[config.mk]
export PLATFORM = sky130hd
export DESIGN_NAME = patterned_circle_rasterizer_unit
export DESIGN_NICKNAME = d
export VERILOG_FILES = /design/src/hdl/pcr_pkg.sv /design/src/hdl/pcr_front.sv /design/src/hdl/pcr_queue.sv /design/src/hdl/pcr_back.sv /design/src/hdl/patterned_circle_rasterizer_unit.sv
export SDC_FILE = /design/constraint.sdc
export NUM_CORES = 1
export LEC_CHECK = 0
export ABC_AREA = 1
export BUFFER_PORTS_ARGS = -buffer_cell sky130_fd_sc_hd__buf_2
export CAP_MARGIN = 25
export CORE_ASPECT_RATIO = 1.2
export CORE_MARGIN = 5
export CORE_UTILIZATION = 57
export CTS_CLUSTER_SIZE = 20
export DETAILED_ROUTE_END_ITERATION = 10
export PLACE_DENSITY = 0.88
export SETUP_SLACK_MARGIN = 0.15
export SLEW_MARGIN = 20
export SYNTH_ARGS = -nofsm -noshare
export SYNTH_HDL_FRONTEND = slang
export SYNTH_SLANG_ARGS = --single-unit
export TNS_END_PERCENT = 1
[constraint.sdc]
create_clock -name i_clk -period 4 [get_ports i_clk]
set_input_delay 0.8 -clock i_clk [delete_from_list [all_inputs] [get_ports i_clk]]
set_output_delay 0.8 -clock i_clk [all_outputs]
set_load 0.02 [all_outputs]
[src/hdl/pcr_pkg.sv]
package pcr_pkg;

    // configuration register indexes
    localparam int unsigned CFG_IDX_W = 3;
    localparam int unsigned CFG_DATA_W = 10;

    localparam logic [CFG_IDX_W-1:0] CFG_CENTRE_X     = 3'd0;
    localparam logic [CFG_IDX_W-1:0] CFG_CENTRE_Y     = 3'd1;
    localparam logic [CFG_IDX_W-1:0] CFG_RADIUS       = 3'd2;
    localparam logic [CFG_IDX_W-1:0] CFG_GRID_SPACING = 3'd3;
    localparam logic [CFG_IDX_W-1:0] CFG_REVERSE_MASK = 3'd4;

    // register widths and reset values
    localparam int unsigned CENTRE_W  = 10;
    localparam int unsigned RADIUS_W  = 9;
    localparam int unsigned SPACING_W = 8;
    localparam int unsigned MASK_W    = 9;
    localparam logic [SPACING_W-1:0] SPACING_RESET = 8'd50;
    localparam logic [MASK_W-1:0]    MASK_RESET    = 9'd202;

    // arc state widths
    localparam int unsigned ARC_W  = 10;
    localparam int unsigned DEC_W  = 14;
    localparam int unsigned OFFS_W = ARC_W + 1;

    // grid position fields cover up to four copies per side
    localparam int unsigned SIDE_W = 2;

    localparam int unsigned COLOUR_W = 4;

    // queue between front and back
    localparam int unsigned QUEUE_DEPTH = 4;
    localparam int unsigned QPTR_W = 2;
    localparam int unsigned QCNT_W = 3;

    // one pixel command: octant offset, grid position, colour, end flag
    typedef struct packed {
        logic signed [OFFS_W-1:0] dx;
        logic signed [OFFS_W-1:0] dy;
        logic [SIDE_W-1:0]        col;
        logic [SIDE_W-1:0]        row;
        logic [COLOUR_W-1:0]      colour;
        logic                     last;
    } t_pix_cmd;

endpackage

[src/hdl/pcr_front.sv]
module pcr_front
    import pcr_pkg::*;
#(
    parameter int COPIES_PER_SIDE = 3
) (
    input  logic                i_clk,
    input  logic                i_rst_n,
    input  logic                i_valid,
    input  logic                i_start_req,
    input  logic                i_full,
    input  logic [RADIUS_W-1:0] i_radius,
    input  logic [MASK_W-1:0]   i_reverse_mask,
    output logic                o_stall,
    output logic                o_push,
    output t_pix_cmd            o_cmd
);

    localparam int NUM_COPIES = COPIES_PER_SIDE * COPIES_PER_SIDE;
    localparam int COPY_W = (NUM_COPIES > 1) ? $clog2(NUM_COPIES) : 1;

    typedef enum logic [2:0] {
        OCT_XY, OCT_YX, OCT_YNX, OCT_XNY, OCT_NXNY, OCT_NYNX, OCT_NYX, OCT_NXY
    } t_octant;

    logic                     r_active;
    logic [ARC_W-1:0]         r_x;
    logic [ARC_W-1:0]         r_y;
    logic signed [DEC_W-1:0]  r_dec;
    logic [COPY_W-1:0]        r_copy;
    logic [SIDE_W-1:0]        r_col;
    logic [SIDE_W-1:0]        r_row;
    t_octant                  r_oct;

    logic                     accept;
    logic                     step;
    logic signed [OFFS_W-1:0] xs;
    logic signed [OFFS_W-1:0] ys;
    logic signed [OFFS_W-1:0] dx;
    logic signed [OFFS_W-1:0] dy;
    logic signed [OFFS_W-1:0] diff;
    logic signed [OFFS_W-1:0] nx;
    logic signed [OFFS_W-1:0] ny;
    logic [DEC_W-1:0]         n_dec;
    logic [MASK_W-1:0]        mask_sh;
    logic                     oct_last;
    logic                     copy_last;
    logic                     col_last;
    logic                     arc_done;

    assign o_stall = i_full;
    assign accept  = i_valid && !i_full;
    assign step    = accept && !i_start_req && r_active;
    assign o_push  = step;

    assign xs = $signed({1'b0, r_x});
    assign ys = $signed({1'b0, r_y});

    // octant reflection of the current arc point
    always_comb begin
        case (r_oct)
            OCT_XY:   begin dx = xs;  dy = ys;  end
            OCT_YX:   begin dx = ys;  dy = xs;  end
            OCT_YNX:  begin dx = ys;  dy = -xs; end
            OCT_XNY:  begin dx = xs;  dy = -ys; end
            OCT_NXNY: begin dx = -xs; dy = -ys; end
            OCT_NYNX: begin dx = -ys; dy = -xs; end
            OCT_NYX:  begin dx = -ys; dy = xs;  end
            default:  begin dx = -xs; dy = ys;  end
        endcase
    end

    // Bresenham circle decision step, used after the last pixel of a point
    assign diff = xs - ys;
    always_comb begin
        if (r_dec[DEC_W-1]) begin
            n_dec = r_dec + DEC_W'({r_x, 2'b00}) + DEC_W'(6);
            ny    = ys;
        end else begin
            n_dec = r_dec + {diff[OFFS_W-1], diff, 2'b00} + DEC_W'(10);
            ny    = ys - OFFS_W'(1);
        end
    end
    assign nx       = xs + OFFS_W'(1);
    assign arc_done = nx > ny;

    assign oct_last  = (r_oct == OCT_NXY);
    assign copy_last = (r_copy == COPY_W'(NUM_COPIES - 1));
    assign col_last  = (r_col == SIDE_W'(COPIES_PER_SIDE - 1));

    // copies past the mask width shift in zeros and keep forward colours
    assign mask_sh = i_reverse_mask >> r_copy;

    // pixel command for the queue
    always_comb begin
        o_cmd.dx  = dx;
        o_cmd.dy  = dy;
        o_cmd.col = r_col;
        o_cmd.row = r_row;
        if (mask_sh[0]) begin
            o_cmd.colour = COLOUR_W'(8) - COLOUR_W'(r_oct);
        end else begin
            o_cmd.colour = COLOUR_W'(r_oct) + COLOUR_W'(1);
        end
        o_cmd.last = oct_last && copy_last && arc_done;
    end

    // arc sequencer
    always_ff @(posedge i_clk) begin
        if (!i_rst_n) begin
            r_active <= 1'b0;
            r_x      <= '0;
            r_y      <= '0;
            r_dec    <= '0;
            r_copy   <= '0;
            r_col    <= '0;
            r_row    <= '0;
            r_oct    <= OCT_XY;
        end else if (accept && i_start_req) begin
            r_active <= 1'b1;
            r_x      <= '0;
            r_y      <= ARC_W'(i_radius);
            r_dec    <= DEC_W'(3) - DEC_W'({i_radius, 1'b0});
            r_copy   <= '0;
            r_col    <= '0;
            r_row    <= '0;
            r_oct    <= OCT_XY;
        end else if (step) begin
            r_oct <= t_octant'(r_oct + 3'd1);
            if (oct_last) begin
                if (!copy_last) begin
                    r_copy <= r_copy + COPY_W'(1);
                    if (col_last) begin
                        r_col <= '0;
                        r_row <= r_row + SIDE_W'(1);
                    end else begin
                        r_col <= r_col + SIDE_W'(1);
                    end
                end else begin
                    r_copy <= '0;
                    r_col  <= '0;
                    r_row  <= '0;
                    r_dec  <= n_dec;
                    r_x    <= nx[ARC_W-1:0];
                    r_y    <= ny[ARC_W-1:0];
                    if (arc_done) begin
                        r_active <= 1'b0;
                    end
                end
            end
        end
    end

endmodule

[src/hdl/pcr_queue.sv]
module pcr_queue
    import pcr_pkg::*;
(
    input  logic     i_clk,
    input  logic     i_rst_n,
    input  logic     i_push,
    input  t_pix_cmd i_cmd,
    input  logic     i_pop,
    output logic     o_full,
    output logic     o_valid,
    output t_pix_cmd o_cmd
);

    t_pix_cmd           r_mem [QUEUE_DEPTH];
    logic [QPTR_W-1:0]  r_wr;
    logic [QPTR_W-1:0]  r_rd;
    logic [QCNT_W-1:0]  r_count;

    assign o_full  = (r_count == QCNT_W'(QUEUE_DEPTH));
    assign o_valid = (r_count != '0);
    assign o_cmd   = r_mem[r_rd];

    // entry storage
    always_ff @(posedge i_clk) begin
        if (i_push) begin
            r_mem[r_wr] <= i_cmd;
        end
    end

    // pointers and fill count
    always_ff @(posedge i_clk) begin
        if (!i_rst_n) begin
            r_wr    <= '0;
            r_rd    <= '0;
            r_count <= '0;
        end else begin
            if (i_push) begin
                r_wr <= r_wr + QPTR_W'(1);
            end
            if (i_pop) begin
                r_rd <= r_rd + QPTR_W'(1);
            end
            if (i_push && !i_pop) begin
                r_count <= r_count + QCNT_W'(1);
            end else if (i_pop && !i_push) begin
                r_count <= r_count - QCNT_W'(1);
            end
        end
    end

endmodule

[src/hdl/pcr_back.sv]
module pcr_back
    import pcr_pkg::*;
#(
    parameter int COORD_BITS = 12
) (
    input  logic                         i_clk,
    input  logic                         i_rst_n,
    input  logic                         i_valid,
    input  t_pix_cmd                     i_cmd,
    input  logic [CENTRE_W-1:0]          i_centre_x,
    input  logic [CENTRE_W-1:0]          i_centre_y,
    input  logic [SPACING_W-1:0]         i_grid_spacing,
    input  logic                         i_stall,
    output logic                         o_pop,
    output logic                         o_valid,
    output logic signed [COORD_BITS-1:0] o_pixel_x,
    output logic signed [COORD_BITS-1:0] o_pixel_y,
    output logic [COLOUR_W-1:0]          o_colour,
    output logic                         o_last_pixel
);

    localparam int SUM_W = (COORD_BITS > 12) ? COORD_BITS : 12;
    localparam int OFF_W = SIDE_W + SPACING_W;

    logic                         r_valid;
    logic signed [COORD_BITS-1:0] r_px;
    logic signed [COORD_BITS-1:0] r_py;
    logic [COLOUR_W-1:0]          r_colour;
    logic                         r_last;

    logic                         load;
    logic [OFF_W-1:0]             off_x;
    logic [OFF_W-1:0]             off_y;
    logic [SUM_W-1:0]             sum_x;
    logic [SUM_W-1:0]             sum_y;

    assign load  = i_valid && (!r_valid || !i_stall);
    assign o_pop = load;

    // copy centre plus octant offset, wrapped to the coordinate width
    assign off_x = OFF_W'(i_cmd.col) * OFF_W'(i_grid_spacing);
    assign off_y = OFF_W'(i_cmd.row) * OFF_W'(i_grid_spacing);
    assign sum_x = SUM_W'(i_centre_x) + SUM_W'(off_x) + SUM_W'(i_cmd.dx);
    assign sum_y = SUM_W'(i_centre_y) + SUM_W'(off_y) + SUM_W'(i_cmd.dy);

    // output register valid
    always_ff @(posedge i_clk) begin
        if (!i_rst_n) begin
            r_valid <= 1'b0;
        end else if (load) begin
            r_valid <= 1'b1;
        end else if (!i_stall) begin
            r_valid <= 1'b0;
        end
    end

    // output register payload
    always_ff @(posedge i_clk) begin
        if (load) begin
            r_px     <= sum_x[COORD_BITS-1:0];
            r_py     <= sum_y[COORD_BITS-1:0];
            r_colour <= i_cmd.colour;
            r_last   <= i_cmd.last;
        end
    end

    assign o_valid      = r_valid;
    assign o_pixel_x    = r_px;
    assign o_pixel_y    = r_py;
    assign o_colour     = r_colour;
    assign o_last_pixel = r_last;

endmodule

[src/hdl/patterned_circle_rasterizer_unit.sv]
// channel  | handshake                 | payload
// ---------+---------------------------+---------------------------------------------
// in       | i_in_valid / o_in_stall   | i_start_req
// out      | o_out_valid / i_out_stall | o_pixel_x, o_pixel_y, o_colour, o_last_pixel
// cfg      | i_cfg_we                  | i_cfg_index, i_cfg_data
//
// one pixel per clock sustained unless i_out_stall or a full queue holds the flow; a request
// enters the queue at its input transfer edge and later reaches the output register from its head
// a four-entry queue sits between the arc sequencer and the coordinate stage
// o_in_stall is high while that queue is full; a valid output pixel holds under i_out_stall
// reset is synchronous and active low; it clears the arc state, the queue and the output
// valid flag and loads the configuration reset values
module patterned_circle_rasterizer_unit
    import pcr_pkg::*;
#(
    parameter int COPIES_PER_SIDE = 3,
    parameter int COORD_BITS = 12
) (
    input  logic                         i_clk,
    input  logic                         i_rst_n,
    input  logic                         i_in_valid,
    output logic                         o_in_stall,
    input  logic                         i_start_req,
    output logic                         o_out_valid,
    input  logic                         i_out_stall,
    output logic signed [COORD_BITS-1:0] o_pixel_x,
    output logic signed [COORD_BITS-1:0] o_pixel_y,
    output logic [COLOUR_W-1:0]          o_colour,
    output logic                         o_last_pixel,
    input  logic                         i_cfg_we,
    input  logic [CFG_IDX_W-1:0]         i_cfg_index,
    input  logic [CFG_DATA_W-1:0]        i_cfg_data
);

    logic [CENTRE_W-1:0]  r_centre_x;
    logic [CENTRE_W-1:0]  r_centre_y;
    logic [RADIUS_W-1:0]  r_radius;
    logic [SPACING_W-1:0] r_grid_spacing;
    logic [MASK_W-1:0]    r_reverse_mask;

    logic                 q_full;
    logic                 q_push;
    logic                 q_pop;
    logic                 q_valid;
    t_pix_cmd             push_cmd;
    t_pix_cmd             head_cmd;

    // configuration registers
    always_ff @(posedge i_clk) begin
        if (!i_rst_n) begin
            r_centre_x     <= '0;
            r_centre_y     <= '0;
            r_radius       <= '0;
            r_grid_spacing <= SPACING_RESET;
            r_reverse_mask <= MASK_RESET;
        end else if (i_cfg_we) begin
            case (i_cfg_index)
                CFG_CENTRE_X:     r_centre_x     <= i_cfg_data[CENTRE_W-1:0];
                CFG_CENTRE_Y:     r_centre_y     <= i_cfg_data[CENTRE_W-1:0];
                CFG_RADIUS:       r_radius       <= i_cfg_data[RADIUS_W-1:0];
                CFG_GRID_SPACING: r_grid_spacing <= i_cfg_data[SPACING_W-1:0];
                CFG_REVERSE_MASK: r_reverse_mask <= i_cfg_data[MASK_W-1:0];
                default: ;
            endcase
        end
    end

    // arc sequencer
    pcr_front #(
        .COPIES_PER_SIDE(COPIES_PER_SIDE)
    ) u_front (
        .i_clk         (i_clk),
        .i_rst_n       (i_rst_n),
        .i_valid       (i_in_valid),
        .i_start_req   (i_start_req),
        .i_full        (q_full),
        .i_radius      (r_radius),
        .i_reverse_mask(r_reverse_mask),
        .o_stall       (o_in_stall),
        .o_push        (q_push),
        .o_cmd         (push_cmd)
    );

    // pixel command queue
    pcr_queue u_queue (
        .i_clk  (i_clk),
        .i_rst_n(i_rst_n),
        .i_push (q_push),
        .i_cmd  (push_cmd),
        .i_pop  (q_pop),
        .o_full (q_full),
        .o_valid(q_valid),
        .o_cmd  (head_cmd)
    );

    // coordinate stage and output register
    pcr_back #(
        .COORD_BITS(COORD_BITS)
    ) u_back (
        .i_clk         (i_clk),
        .i_rst_n       (i_rst_n),
        .i_valid       (q_valid),
        .i_cmd         (head_cmd),
        .i_centre_x    (r_centre_x),
        .i_centre_y    (r_centre_y),
        .i_grid_spacing(r_grid_spacing),
        .i_stall       (i_out_stall),
        .o_pop         (q_pop),
        .o_valid       (o_out_valid),
        .o_pixel_x     (o_pixel_x),
        .o_pixel_y     (o_pixel_y),
        .o_colour      (o_colour),
        .o_last_pixel  (o_last_pixel)
    );

endmodule

# Yosys cells after proc, flatten, opt, wreduce, memory -nomap -nowiden
# Memory sizes are Yosys's and may differ from the RTL's. A register that Yosys moved wholly into a read port is not among the register bits.
# Index checks and enable logic that the tools add are counted.
# classes
addsub,24
mul,2
order_cmp,1
n_eq_ne,15
n_shift,1
muxes,31
bitwise_logic,1
reduce_logical,42
# ops
op,count
$mux 14,5
$pmux 11 s3,2
$mux 9,4
$add 12x12->12,2
$add 10x10->11,2
$neg 10->11,2
$mul 2x8->10,2
$eq 3x3->1 const B,6
$add 14x12->14,1
$add 14x14->14,1
$add 14x3->14 const B,1
$add 14x4->14 const B,1
$reduce_or 2->1,7
$eq 3x2->1 const B,4
$mux 2,6
$reduce_and 2->1,6
$reduce_bool 2->1,6
$add 10x1->11 const B,1
$gt 11x11->1,1
$mux 11,1
$sub 10x1->11 const B,1
$sub 10x10->11,1
$sub 2x10->11 const A,1
$logic_and 1x1->1,9
other kinds (21),44
# word_totals
ff_bits,129
ramBits,124
input_bits,19
output_inout_bits,31
wordCells,140
n_memories,1
# memory_table
memory,words,width,rd,rd_ports_with_merged_regs,write_ports,line_no,rtl
u_queue.r_mem,4,31,1,1,1,pcr_queue.sv:14,t_pix_cmd r_mem [QUEUE_DEPTH];

# Longest topological paths before layout
# Gate-level depths: netlist (run 1).
# depth
word_depth,9
depth_mapped,28

# Hierarchy
# Synthesis (run 1) repeated with hierarchy kept, for this count alone.
# unflattened
hier_cells,1897
area_unflattened_um2,15732.6
# by_module_without_submodules
module,n_inst,cells_each,area_per_inst_um2,seq_area_each_um2
pcr_front,1,856,5576.6,900.9
pcr_queue,1,359,5086.1,3903.7
pcr_back,1,417,3240.6,890.9
patterned_circle_rasterizer_unit,1,265,1829.3,920.9

# Least setup slack after synthesis (run 1)
# No wires, ideal clock.
# synth_timing
kind,register to register
startpoint,reg (tool-made name)
endpoint,"reg u_back.r_py[11], in the netlist u_back.o_pixel_y[11] (data pin)"
arrival_time_ns,3.759
path_slack_ns,-0.025
stages_incl_launch_ff,28
synth_period_minus_slack_ns,4.025
cell_sequence,dfxtp_1 buf_2 inv_1 buf_2 nand2_1 nand3_1 nand2_1 inv_1 nand2_1 fa_1 inv_1 ha_1 inv_1 fa_1 o21ai_0 nand2_1 nand2_1 a21oi_1 o21bai_1 a21oi_1 nand2_1 nand2_1 ha_1 nand2_1 nor2_1 nand3_1 o2111ai_1 xor2_1
# synth_lines
element,line_no,rtl
end signal: assignment,pcr_back.sv:61,r_py <= sum_y[COORD_BITS-1:0];
end: declaration,pcr_back.sv:27,logic signed [COORD_BITS-1:0] r_py;

==> impl_metrics.tcl, run 1 <==
set metrics [dict create \
    outcome "finished, final reports clean" \
    cts_inserted_buffers 26 \
    preCtsSetupSlack_ns 0.0177 \
    synth_compound_area_share_pct 15.9 \
    grt.busiest_layer "met2" \
    clk_path_buf_depth 3 \
    avgSynthCellArea_sq_um 8.61 \
    nets 2004 \
    rr_worst_depth 19 \
    rsz0062_at_grt "true" \
    cts.sinks 254 \
    vias_per_cell 5.88 \
    area_delta_synth_final_pct 13.2 \
    drt-initial-drc-count 957 \
    crit_fanout 8 \
    antenna_left 0 \
    synth_xor_area_share_pct 3.90 \
    die_w_um 159 \
    yosysWarnings 0 \
    crit_path_start_kind "register" \
    worst_ep_required_time_ns 4.27 \
    async_reset_ff_share_pct 0 \
    synth_top_flop_cell "edfxtp_1" \
    timing.final.crit_share_pct 97.3 \
    layout_commonest_cell "nand2_1" \
    clock.fmax_ghz 0.257 \
    yosys_register_bits 254 \
    synthAdderAreaFrac_pct 13.2 \
    tightest_slew_ns 0.728 \
    die-area_sq_um 30200 \
    r2r_setup_slack_ns 0.11 \
    clock_skew_ns 0.0228 \
    crit_chain "buf_8 > nand2_1 > nand3_2 > nand2_4 > nor2_1 > fa_1 > ha_2 > inv_2 > fa_2 > o21ai_2 > buf_4 > xor2_1 > inv_1 > ha_1 > a21oi_1 > o21ai_0 > a21oi_1 > o21ai_1 > xor2_1" \
    regToRegEndpoint "u_back.o_pixel_x[8]" \
    peakVddDrop_uv 402 \
    root_buffer "clkbuf_16" \
    tns_ns 0 \
    wl_per_cell_um 17.9 \
    drt-pass1-iter-count 6 \
    synth.distinct_cells 55 \
    rows 65 \
    fin_area_sq_um 17300 \
    port_buffers 49 \
    io_pins 50 \
    grt-ovfl-total 0 \
    fin_crit_ns 3.89 \
    grt_max_degree 55 \
    drv_cap 0 \
    synthMuxAreaShare_pct 0.0656 \
    layout_setup_ws_ns 0.108 \
    diodes 0 \
    synth_simple_gate_area_share_pct 16.2 \
    crit_end "u_back.o_pixel_x[8]" \
    cts-htree-levels 1 \
    placed_cell_area_sq_um 15900 \
    final_cell_mix "nand2_1, inv_1, o21ai_0, edfxtp_1, nor2_1" \
    fin_util_pct 65.6 \
    syn-cell-area_sq_um 15300 \
    critPathKind "register to register" \
    place.gp.congestion 0.941 \
    start_util_pct 57.9 \
    worstSkewPairLatency_ns 0.54 \
    place_inst 2127 \
    grt_pass1_wl_mm 61.2 \
    die_height_um 189 \
    critPathArrivalTime_ns 4.17 \
    synth_top_family_by_area "simple AND/OR/NAND/NOR gates" \
    cp_slowest_cell "fa_1" \
    vias 12889 \
    synth-edff-count 153 \
    routed_wl_mm 39.2 \
    grt_pass1_vias 12510 \
    powerDensity_nw_per_um2 665 \
    hold_path.class "register to register" \
    grtUsageTotal_pct 24.6 \
    core_sq_um 26400 \
    cts_tree "built" \
    synth_nets 1938 \
    clk_pin_slew_ns 0.06 \
    hold_buffers 0 \
    end_kind "register" \
    slew_violations 0 \
    use_met3_pct 3.35 \
    hold_viol 0 \
    hpwl_mm 27.9 \
    use_met1_pct 28.7 \
    ys_seq_area_share_pct 43.4 \
    drive_gt1_share_pct 14.2 \
    met2_usage_pct 44.2 \
    drc 0 \
    cpPeakStageDelay_ns 0.50 \
    final_cells 2192 \
    power.leakage_nw 7.54 \
    maxSlewHeadroom_pct 51.0 \
    postSynthCellCount 1771 \
    antenna_found_initial 0 \
    finalSetupViolCount 0 \
]
[critical path: cells and delay by family, from the launching register on]
kind	cells	cell delay, ns
DFF	1	0.37
buffers and inverters	4	0.37
xor gates and xnor gates	2	0.32
AOI/OAI and AO/OA	5	0.83
adders and majority gates	4	1.43
and+or+nand+nor	4	0.32
[state kept, by name, indices dropped and copies added, names as in the netlist, 4 cells and up, named ones only]
signal / flops
u_front.r_copy: 4
u_back.o_pixel_y: 12
u_back.o_colour: 4
u_front.r_x: 10
r_centre_y: 10
r_reverse_mask: 9
u_queue.r_mem: 124
r_centre_x: 10
r_radius: 9
u_front.r_dec: 13
u_front.r_y: 10
u_back.o_pixel_x: 12
r_grid_spacing: 8
[where the power goes]
| group | switching [mW] | internal, mW | total (mW) |
|---|---|---|---|
| combinational | 3.55 | 2.08 | 5.63 |
| clock | 1.00 | 1.46 | 2.46 |
| sequential | 0.133 | 3.26 | 3.40 |
| total | 4.69 | 6.80 | 11.5 |
[synthesized netlist by cell type, types with 6 or more instances]
| library cell | count | area [sq um] |
|---|---|---|
| nand2_1 | 307 | 1150 |
| inv_1 | 218 | 818 |
| o21ai_0 | 177 | 886 |
| nor2_1 | 154 | 578 |
| edfxtp_1 | 153 | 4590 |
| a21oi_1 | 143 | 716 |
| ha_1 | 126 | 1580 |
| dfxtp_1 | 101 | 2020 |
| nand3_1 | 60 | 300 |
| xor2_1 | 45 | 394 |
| o22ai_1 | 38 | 238 |
| clkbuf_1 | 26 | 97.6 |
| xnor2_1 | 23 | 201 |
| fa_1 | 22 | 440 |
| buf_2 | 19 | 95.1 |
| inv_2 | 14 | 52.6 |
| nand4_1 | 14 | 87.6 |
| a31oi_1 | 10 | 62.6 |
| o211ai_1 | 10 | 75.1 |
| o21ai_1 | 10 | 50.1 |
| nor2_2 | 9 | 56.3 |
| nor3_1 | 9 | 45.0 |
| o2111ai_1 | 8 | 70.1 |
| o21bai_1 | 7 | 52.6 |
| a21o_1 | 6 | 45.0 |
| or2_2 | 6 | 37.5 |
[worst min-delay path by stage]
| stage | start | endpoint | slack, ns | cells after the start |
|---|---|---|---|---|
| 2_1_floorplan | u_queue.r_rd[1] | register | 0.44 | 2 |
| 3_3_place_gp | u_front.r_active | u_front.r_active | 0.45 | 2 |
| 3_5_place_dp | u_queue.r_rd[0] | register | 0.46 | 1 |
| 4_1_cts | u_queue.r_rd[0] | register | 0.48 | 1 |
| 5_1_grt | u_front.r_active | u_front.r_active | 0.48 | 2 |
| 6_report | u_front.r_active | u_front.r_active | 0.47 | 2 |
[through the flow]
stage                     hold slack, ns  total power [mW]
after CTS                          0.478              10.8
after detailed placement           0.464              8.23
final                              0.473              11.5
after floorplan                    0.436              6.98
after global routing               0.482              12.2
after global placement             0.451              8.06
[cell type report]
type                    instances  area (sq um)
well taps                     335           419
clock inverters                12           118
inverters                     239           918
multi-input cells            1231          7910
clock buffers                  36           761
repair buffers                 85           523
fillers                      2030          9070
flip-flops and latches        254          6630
[kinds of logic (layout without fill, tap and decap cells)]
group / after synthesis / after routing
adders and majority gates: 148 / 148
AOI/OAI and AO/OA: 437 / 437
DFF: 254 / 254
buffers and inverters: 286 / 372
and+or+nand+nor: 577 / 577
muxes: 1 / 1
xor gates and xnor gates: 68 / 68
[layer usage]
metal / up-vias / wire [um]
li1: 6149 / -
met1: 6046 / 14900
met2: 543 / 19600
met3: 151 / 2480
met4: 0 / 2200
met5: - / 0
[timing repair]
action / in CTS / in global routing
setup buffers: 3 / 14
gates resized for setup: 9 / 98
pin swaps: 2 / 48
setup endpoints to repair: 7 / 13
(Power assumes the default switching activity.)
==> inputs of run 2 (changes only) <==
Settings changed: CORE_UTILIZATION 57 to 59, CTS_BUF_LIST from default to sky130_fd_sc_hd__clkbuf_2 sky130_fd_sc_hd__clkbuf_4 sky130_fd_sc_hd__clkbuf_8, PLACE_DENSITY 0.88 to 0.9, SKIP_CTS_REPAIR_TIMING from default to 1.
==> run 2 against run 1 <==
The run now ends with negative setup slack left. Core utilization rose by 1.8 points. Flip-flop and latch count did not move. Die area decreased by 3.2%. Final area shrank 0.69%. Highest routed layer unchanged.
==> impl_metrics.tcl, run 2 (same netlist as run 1, synthesis figures left out) <==
set metrics [dict create \
    antenna_found_initial 0 \
    clock.fmax_ghz 0.249 \
    core_sq_um 25500 \
    place.gp.congestion 0.958 \
    crit_fanout 9 \
    clk_pin_slew_ns 0.07 \
    area_delta_synth_final_pct 12.5 \
    antenna_left 0 \
    hold_path.class "register to register" \
    maxSlewHeadroom_pct 48.7 \
    place_inst 2125 \
    drv_cap 0 \
    nets 2011 \
    outcome "finished, violations left" \
    routed_wl_mm 41.5 \
    wl_per_cell_um 18.8 \
    worstSkewPairLatency_ns 0.58 \
    critical_path_buf_inv_count 2 \
    clk_path_buf_depth 3 \
    slew_violations 0 \
    layout.area.seq_sq_um 6620 \
    cp_top_family "adder cells" \
    root_buffer "clkbuf_8" \
    grt_pass1_vias 12698 \
    final_cell_mix "nand2_1, inv_1, o21ai_0, edfxtp_1, nor2_1" \
    crit_path_start_kind "register" \
    top_regs "u_queue.r_mem: 124 flops, u_front.r_dec: 13 flops" \
    cts_inserted_buffers 40 \
    crit_chain "inv_4 > nand2_1 > nand3_2 > nand2_4 > nor2_2 > fa_1 > ha_2 > inv_2 > fa_2 > o21ai_2 > nand2_1 > nand2_1 > nand2_1 > nand2_2 > a21o_1 > nand2_1 > nand2_1 > xor2_1 > ha_1 > nand2_2 > nor2_2 > nand3_1 > o2111ai_2 > xor2_1" \
    cts.sinks 254 \
    critPathArrivalTime_ns 4.33 \
    fill_cells 1873 \
    port_buffers 49 \
    die-area_sq_um 29200 \
    final_cells 2205 \
    cts_tree "built" \
    regMostFlops "u_queue.r_mem" \
    drive_gt1_share_pct 14.5 \
    worst_ep_required_time_ns 4.31 \
    cts-htree-levels 2 \
    start_util_pct 59.9 \
    drc 0 \
    grt_pass1_wl_mm 62.2 \
    power.leakage_nw 7.57 \
    hpwl_mm 28.3 \
    path_common_cell "nand2_1" \
    multi_input_area_sq_um 7830 \
    clock_skew_ns 0.0456 \
    grt-ovfl-total 0 \
    critPathKind "register to register" \
    grt_max_degree 55 \
    cp_slowest_cell "fa_1" \
    end_kind "register" \
    drt-pass1-iter-count 8 \
    tightest_slew_ns 0.768 \
    die_w_um 157 \
    fin_crit_ns 4.02 \
    finalSetupViolCount 2 \
    layout_setup_ws_ns -0.0225 \
    drt-initial-drc-count 1445 \
    powerDensity_nw_per_um2 658 \
    hold_viol 0 \
    rsz0062_at_grt "true" \
    io_pins 50 \
    largest_register_ff_count 124 \
    vias_per_cell 6.02 \
    peakVddDrop_uv 350 \
    diodes 0 \
    rows 64 \
    vias 13280 \
    timing.final.crit_share_pct 101 \
    cpPeakStageDelay_ns 0.51 \
    layout_commonest_cell "nand2_1" \
    grtUsageTotal_pct 26.5 \
    die_height_um 186 \
    preCtsSetupSlack_ns -0.0380 \
    violations "negative setup slack" \
]
[run 2: through the flow]
stage / util (%) / hold WS (ns) / TNS (ns) / power, mW / cell area [sq um]
6_report: 67.4 / 0.469 / -0.0427 / 11.3 / 17200
5_1_grt: 67.4 / 0.498 / -0.936 / 12.0 / 17200
2_1_floorplan: - / 0.436 / 0 / 6.98 / 15300
4_1_cts: 66.0 / 0.471 / -0.0634 / 10.7 / 16800
3_3_place_gp: 62.4 / 0.450 / 0 / 8.00 / 15900
3_5_place_dp: 62.4 / 0.461 / -0.0380 / 8.24 / 15900
[run 2: worst paths after layout]
path,start,to,slack (ns),cells after the start
worst min register to register,u_front.r_active,u_front.r_active,0.47,2
worst max register to register,register,u_back.o_pixel_x[11],-0.02,24
worst min-delay path,u_front.r_active,u_front.r_active,0.47,2
worst max-delay path,register,u_back.o_pixel_x[11],-0.02,24
[run 2: per-layer routing]
metal	GRT usage (%)	share of wire, %	vias up
met5	0	0	-
met4	18.9	8.2	0
met2	45.3	48	697
met3	3.96	7.6	222
li1	-	-	6169
met1	30.4	36	6192
[run 2: area by class of cell]
type | instances | share of cell area (%)
Timing Repair Buffer | 78 | 2.77
Multi-Input combinational cell | 1231 | 45.6
Clock buffer | 60 | 4.30
Clock inverter | 13 | 0.970
Tap cell | 330 | 2.41
Inverter | 239 | 5.35
Sequential cell | 254 | 38.6
[run 2: tightest hold or removal path, delay by kind of cell (launching register included)]
family / cells / cell delay [ns]
compound gates: 1 / 0.05
flops: 1 / 0.31
simple gates: 1 / 0.06
[run 2: report_power, final]
part | switching [mW] | leakage, nW | total [mW] | internal (mW)
clock network | 1.04 | 0.474 | 2.49 | 1.44
registers | 0.145 | 2.26 | 3.41 | 3.26
logic | 3.51 | 4.84 | 5.40 | 1.90
